**src/design/mpmc_pkg.sv**
```systemverilog
// shared types and constants for the multi pattern match counter
// no dependencies
package mpmc_pkg;

  localparam int MAX_NODES   = 256;
  localparam int TOTAL_WIDTH = 32;

  localparam int NW = $clog2(MAX_NODES);      // node index width
  localparam int PW = $clog2(MAX_NODES + 1);  // node pointer width, holds the none code

  localparam logic [PW-1:0] NONE_PTR  = PW'(MAX_NODES);
  localparam logic [NW-1:0] ROOT_NODE = '0;

  typedef enum logic [1:0] {
    ACT_CLEAR   = 2'd0,
    ACT_PATTERN = 2'd1,
    ACT_BUILD   = 2'd2,
    ACT_TEXT    = 2'd3
  } action_e;

  localparam logic KIND_BUILD = 1'b0;
  localparam logic KIND_SCAN  = 1'b1;

  typedef enum logic [4:0] {
    OP_NOP,
    OP_CLEAR,
    OP_LOAD_START,
    OP_SCAN_START,
    OP_BUILD_START,
    OP_RD_N,
    OP_FC,
    OP_RD_C,
    OP_NEXT,
    OP_RES_C,
    OP_RES_ROOT,
    OP_FOLLOW,
    OP_OVF,
    OP_LOAD_HIT,
    OP_ALLOC1,
    OP_ALLOC2,
    OP_RD_RES,
    OP_SCAN_ADD,
    OP_RD_HEAD,
    OP_BQ,
    OP_RD_P,
    OP_BP,
    OP_RD_BC,
    OP_BC,
    OP_BSET,
    OP_BDONE
  } op_e;

  typedef struct packed {
    op_e op;
  } cmd_t;

  typedef struct packed {
    logic c_none;
    logic n_root;
    logic hit;
    logic full;
    logic skip;
    logic last;
    logic head_lt_tail;
    logic bc_none;
    logic p_root;
    logic out_busy;
  } status_t;

endpackage

```
**src/design/mpmc_ctrl.sv**
```systemverilog
// sequencer for the multi pattern match counter
// depends on mpmc_pkg; drives commands into mpmc_dp
module mpmc_ctrl import mpmc_pkg::*; (
  input  logic      clk_i,
  input  logic      rst_ni,
  input  logic      in_valid_i,
  input  action_e   action_i,
  input  status_t   status_i,
  output logic      in_stall_o,
  output cmd_t      cmd_o
);

  typedef enum logic [4:0] {
    S_IDLE, S_FC_RD, S_FC, S_SIB_RD, S_SIB, S_LHIT, S_ALLOC1, S_ALLOC2,
    S_MT_RD, S_MT, S_BQ_RD, S_BQ, S_BP_RD, S_BP, S_BC_RD, S_BC,
    S_BMT_RD, S_BMT, S_BDONE
  } state_e;

  typedef enum logic [1:0] {M_LOAD, M_SCAN, M_ADV} mode_e;

  state_e state_q, state_d, post;
  mode_e  mode_q, mode_d;

  always_comb begin
    case (mode_q)
      M_LOAD:  post = S_LHIT;
      M_SCAN:  post = S_MT_RD;
      default: post = S_BMT_RD;
    endcase
  end

  always_comb begin
    state_d    = state_q;
    mode_d     = mode_q;
    cmd_o.op   = OP_NOP;
    in_stall_o = (state_q != S_IDLE);
    case (state_q)
      S_IDLE: begin
        if (in_valid_i) begin
          case (action_i)
            ACT_CLEAR: cmd_o.op = OP_CLEAR;
            ACT_PATTERN: begin
              cmd_o.op = OP_LOAD_START;
              if (!status_i.skip) begin
                state_d = S_FC_RD;
                mode_d  = M_LOAD;
              end
            end
            ACT_BUILD: begin
              cmd_o.op = OP_BUILD_START;
              state_d  = S_BQ_RD;
            end
            default: begin
              cmd_o.op = OP_SCAN_START;
              state_d  = S_FC_RD;
              mode_d   = M_SCAN;
            end
          endcase
        end
      end
      S_FC_RD: begin
        cmd_o.op = OP_RD_N;
        state_d  = S_FC;
      end
      S_FC: begin
        cmd_o.op = OP_FC;
        state_d  = S_SIB_RD;
      end
      S_SIB_RD: begin
        if (!status_i.c_none) begin
          cmd_o.op = OP_RD_C;
          state_d  = S_SIB;
        end else if (mode_q == M_LOAD) begin
          if (status_i.full) begin
            cmd_o.op = OP_OVF;
            state_d  = S_IDLE;
          end else begin
            state_d = S_ALLOC1;
          end
        end else if (status_i.n_root) begin
          cmd_o.op = OP_RES_ROOT;
          state_d  = post;
        end else begin
          cmd_o.op = OP_FOLLOW;
          state_d  = S_FC_RD;
        end
      end
      S_SIB: begin
        if (status_i.hit) begin
          cmd_o.op = OP_RES_C;
          state_d  = post;
        end else begin
          cmd_o.op = OP_NEXT;
          state_d  = S_SIB_RD;
        end
      end
      S_LHIT: begin
        cmd_o.op = OP_LOAD_HIT;
        state_d  = S_IDLE;
      end
      S_ALLOC1: begin
        cmd_o.op = OP_ALLOC1;
        state_d  = S_ALLOC2;
      end
      S_ALLOC2: begin
        cmd_o.op = OP_ALLOC2;
        state_d  = S_IDLE;
      end
      S_MT_RD: begin
        cmd_o.op = OP_RD_RES;
        state_d  = S_MT;
      end
      S_MT: begin
        if (!(status_i.last && status_i.out_busy)) begin
          cmd_o.op = OP_SCAN_ADD;
          state_d  = S_IDLE;
        end
      end
      S_BQ_RD: begin
        if (status_i.head_lt_tail) begin
          cmd_o.op = OP_RD_HEAD;
          state_d  = S_BQ;
        end else begin
          state_d = S_BDONE;
        end
      end
      S_BQ: begin
        cmd_o.op = OP_BQ;
        state_d  = S_BP_RD;
      end
      S_BP_RD: begin
        cmd_o.op = OP_RD_P;
        state_d  = S_BP;
      end
      S_BP: begin
        cmd_o.op = OP_BP;
        state_d  = S_BC_RD;
      end
      S_BC_RD: begin
        if (status_i.bc_none) begin
          state_d = S_BQ_RD;
        end else begin
          cmd_o.op = OP_RD_BC;
          state_d  = S_BC;
        end
      end
      S_BC: begin
        cmd_o.op = OP_BC;
        if (status_i.p_root) begin
          state_d = S_BMT_RD;
        end else begin
          state_d = S_FC_RD;
          mode_d  = M_ADV;
        end
      end
      S_BMT_RD: begin
        cmd_o.op = OP_RD_RES;
        state_d  = S_BMT;
      end
      S_BMT: begin
        cmd_o.op = OP_BSET;
        state_d  = S_BC_RD;
      end
      S_BDONE: begin
        if (!status_i.out_busy) begin
          cmd_o.op = OP_BDONE;
          state_d  = S_IDLE;
        end
      end
      default: state_d = S_IDLE;
    endcase
  end

  always_ff @(posedge clk_i or negedge rst_ni) begin
    if (!rst_ni) begin
      state_q <= S_IDLE;
      mode_q  <= M_LOAD;
    end else begin
      state_q <= state_d;
      mode_q  <= mode_d;
    end
  end

endmodule

```
**config.mk**
```make
export PLATFORM = sky130hd
export DESIGN_NAME = mpmc_ctrl
export DESIGN_NICKNAME = d
export VERILOG_FILES = /design/src/design/mpmc_pkg.sv /design/src/design/mpmc_ctrl.sv
export SDC_FILE = /design/constraint.sdc
export NUM_CORES = 1
export LEC_CHECK = 0
export ABC_AREA = 0
export BUFFER_PORTS_ARGS = -buffer_cell sky130_fd_sc_hd__buf_2
export CORE_ASPECT_RATIO = 1.5
export CORE_MARGIN = 2
export CORE_UTILIZATION = 35
export DETAILED_ROUTE_END_ITERATION = 12
export GPL_TIMING_DRIVEN = 0
export HOLD_SLACK_MARGIN = 0.1
export PLACE_DENSITY = 0.58
export SLEW_MARGIN = 20
export SYNTH_ARGS = -nofsm -noshare
export SYNTH_HDL_FRONTEND = slang
export SYNTH_SLANG_ARGS = --single-unit
```
**constraint.sdc**
```tcl
create_clock -name clk_i -period 3.9 [get_ports clk_i]
set_input_delay 0.39 -clock clk_i [delete_from_list [all_inputs] [get_ports clk_i]]
set_output_delay 0.39 -clock clk_i [all_outputs]
set_load 0.01 [all_outputs]
```
==> parameters.txt <==
Parameter                              Value

Run status
  Outcome    completed

Critical path
  Slowest library cell on the worst path    dfrtp_1
  Crit start category    flip-flop
  Crit Path Category    flip-flop to output pin
  Data required time of the critical path    3.51 ns
  Crit-path most repeated cell    buf_2
  Crit end category    output pin
  Chain of cells forming the critical path    buf_2 -> buf_4 -> o21ai_0 -> a21o_1 -> a21oi_1 -> nand4_1 -> buf_2
  Top fanout value on the critical path    10
  Arrival time of data at the critical path endpoint    1.97 ns
  Largest stage delay on the critical path    0.48 ns

Synth
  Sequential-to-total area share from yosys stat    between 10% and 20%
  Synthesized-area fraction occupied by ao, oa, aoi and oai cells    a little under a third
  Post-Synth Adder-Cell Area    3.72%
  Synthesis Warnings    0
  Post-Syn Area per Cell    between 7 and 8 um2
  Portion of netlist area occupied by mux cells    0%
  Post-Synth Simple-Gate Area    38.6%
  Area of the mapped netlist    slightly above 0.001 mm2
  Number of storage elements in the synthesis netlist    7
  Gate count of the mapped netlist    between 100 and 150
  Synthesized netlist net count    between 150 and 200
  Number of unique standard cell types used by synthesis    46
  Parity-gate share of the synthesized area counting xor and xnor cells    0%
  Number of flops mapped to enable cells by yosys    0
  Ys flop type    dfrtp_1
  Combinational family with the most area after synthesis    simple AND/OR/NAND/NOR gates
  Proportion of synthesized flip-flops having asynchronous set or reset    100%

Clock tree
  CTS hold repair buffers    1
  Number of CTS-inserted buffers    3
  Buffer type at the clock tree root    clkbuf_8
  CTS HTree Levels    1
  Clock insertion delay at the later pin of the skew report    about 0.22 ns
  Post-cts gate resize count    0
  Number of sinks on the clock net    7
  CTS tree    built
  Clock slew seen by the registers of the worst setup and hold paths    0.04 ns
  Setup bufs post-CTS    0
  Max Root-Sink Buffers    2

Placed design
  Half-perimeter wire length after placement    ~2500 um
  Number of buffers added on ports    20
  Placed Instances    200
  Post-placement worst setup slack    1.82 ns
  Global placement routability congestion    0.916

Floorplan
  Core box area    between 0.002 and 0.003 mm2
  Starting density of the core    37.3%
  Number of cell rows    23
  Horiz. Die Dim    47.8 um
  Boundary Pins    21
  Die H    69.7 um
  Die outline area    ~0.0033 mm2

Finish
  Non-filler instance count after layout    ~210
  Number of fill cells    319
  Share of post-route cells with drive strength above 1    a little under a quarter
  Area of the multi-input gates    742 um2
  Highest-count cells in the layout ignoring fill and taps    27 x buf_2, 16 x nand2_1, 11 x nor2_1
  Most common cell after layout, fill and taps aside    buf_2
  Final Core Density    roughly 45%
  Signed area change from the synthesized netlist to the final layout    20.0%
  Sequential cell area    175 um2
  Net total in the final layout    roughly 190
  Count of antenna diodes in the layout    0

Global routing
  Total GRT Usage    a little over a fifth
  Most used routing layer in global routing    met2
  Global-route wire length before repair    5410 um
  Initial antenna violation count    0
  Met3 capacity usage during global routing    between 4 and 5%
  Number of global-route vias before repair    about 1.2k
  Pin count of the biggest net entering global routing    11
  Met2 usage in global routing    roughly 34%
  Global-route met1 utilization    between 20% and 30%
  Total gr overflow    0

STA
  Post-route clock period utilization    between 60% and 70%
  Final critical-path required period    roughly 2.4 ns
  Worst relative slew slack    between 60% and 70%
  Endpoints failing hold    0
  Total count of max-transition violations in the final report    0
  Final setup skew    approximately 0.0023 ns
  Unrepaired setup endpoints after global routing    no
  Final worst-path setup slack    about 1.5 ns
  Number of failing setup endpoints in the final timing report    0
  Fmax    around 0.42 GHz
  Final-layout setup total negative slack    0 ns
  Worst Max-Slew Pin Slew    0.442 ns

Power
  Power density cells    693 mW/mm2
  Final Total Pwr    0.838 mW
  Standby leakage power    0.536 nW
  Worst supply voltage drop on vdd    about 500 uV

Detailed routing
  Total via count after detailed routing    1191
  DRC Markers    0
  Antenna viol nets, final    0
  Detail-routed net length per standard cell    ~15 um
  DR pass1 iterations    4
  Detail-routed via count per cell    roughly 5.8
  Total detailed-routing wirelength    between 3000 and 4000 um
  DRC violation total after the first TritonRoute iteration    45

Job
  Max-cap violations    0

Hold path
  Path category of the worst min-delay check    input port to flip-flop
[logic make-up after synthesis]
| family | Yosys count |
|---|---|
| AO/OA/AOI/OAI | 46 |
| adder cells (fa/ha/maj) | 3 |
| buffers and inverters | 19 |
| flip-flops | 7 |
| AND/OR/NAND/NOR | 68 |
[path summary, 6_finish.rpt]
kind	cells after the start	slack (ns)	endpoint	startpoint
max in group asynchronous	2	3.23	mode_q[0]	rst_ni
worst min-delay path	2	0.46	state_q[4]	status_i[1]
worst min register to register	2	0.58	mode_q[0]	mode_q[0]
min in group asynchronous	2	0.52	state_q[2]	rst_ni
worst max-delay path	7	1.54	cmd_o[4]	state_q[1]
worst max register to register	6	2.10	state_q[1]	state_q[2]
[area by class of cell]
class / count / area share [%]
timing repair buffer: 21 / 9.10
multi-input combinational: 117 / 61.3
inverter: 9 / 2.79
buffer: 10 / 4.76
clock buffer: 4 / 3.72
tap: 37 / 3.83
sequential: 7 / 14.5
[report_power, final]
group          total, mW  switching [mW]  internal (mW)
sequential         0.133          0.0333         0.0993
combinational      0.608           0.359          0.250
clock             0.0974          0.0271         0.0703
[worst max-delay path: cells and delay by family, from the launching register on]
family,cells,cell delay (ns)
flops,1,0.48
compound gates,3,0.50
simple gates,1,0.12
buf+inv,3,0.65
[metrics by stage]
| step | hold slack (ns) | instance area (um2) |
|---|---|---|
| after global routing | 0.481 | 1210 |
| after CTS | 0.454 | 1210 |
| after detailed placement | 0.224 | 1150 |
| final | 0.463 | 1210 |
| after floorplan | 0.0944 | 1010 |
| after global placement | 0.220 | 1150 |
[registers in the layout (all words and copies together), names as in the netlist]
signal / cells
state_q: 5
mode_q: 2
[cell usage after synthesis, types with 2 or more instances]
library cell	number	share of area (%)
nand2b_1	5	3.1
a32oi_1	2	1.7
a21oi_1	7	3.5
nand3b_1	2	1.5
nor2_1	11	4.1
nor3_1	5	2.5
o21ai_0	9	4.5
o21ai_1	2	0.99
a21o_1	2	1.5
o21bai_1	3	2.2
ha_1	3	3.7
o211ai_1	3	2.2
o22ai_1	4	2.5
buf_2	7	3.5
a211oi_1	2	1.5
inv_1	9	3.3
buf_4	3	2.2
nand2_1	16	6.0
dfrtp_1	7	17
nor4_1	2	1.2
nor2b_1	9	5.6
o22a_1	2	1.7
nand4_1	2	1.2
nand3_1	4	2.0
[per-layer routing]
layer	share of wire [%]	vias to the layer above
li1	-	577
met1	38	548
met2	52	56
met3	6.9	10
met4	3.5	0
met5	0	-
Power figures use the tool's default switching activity.
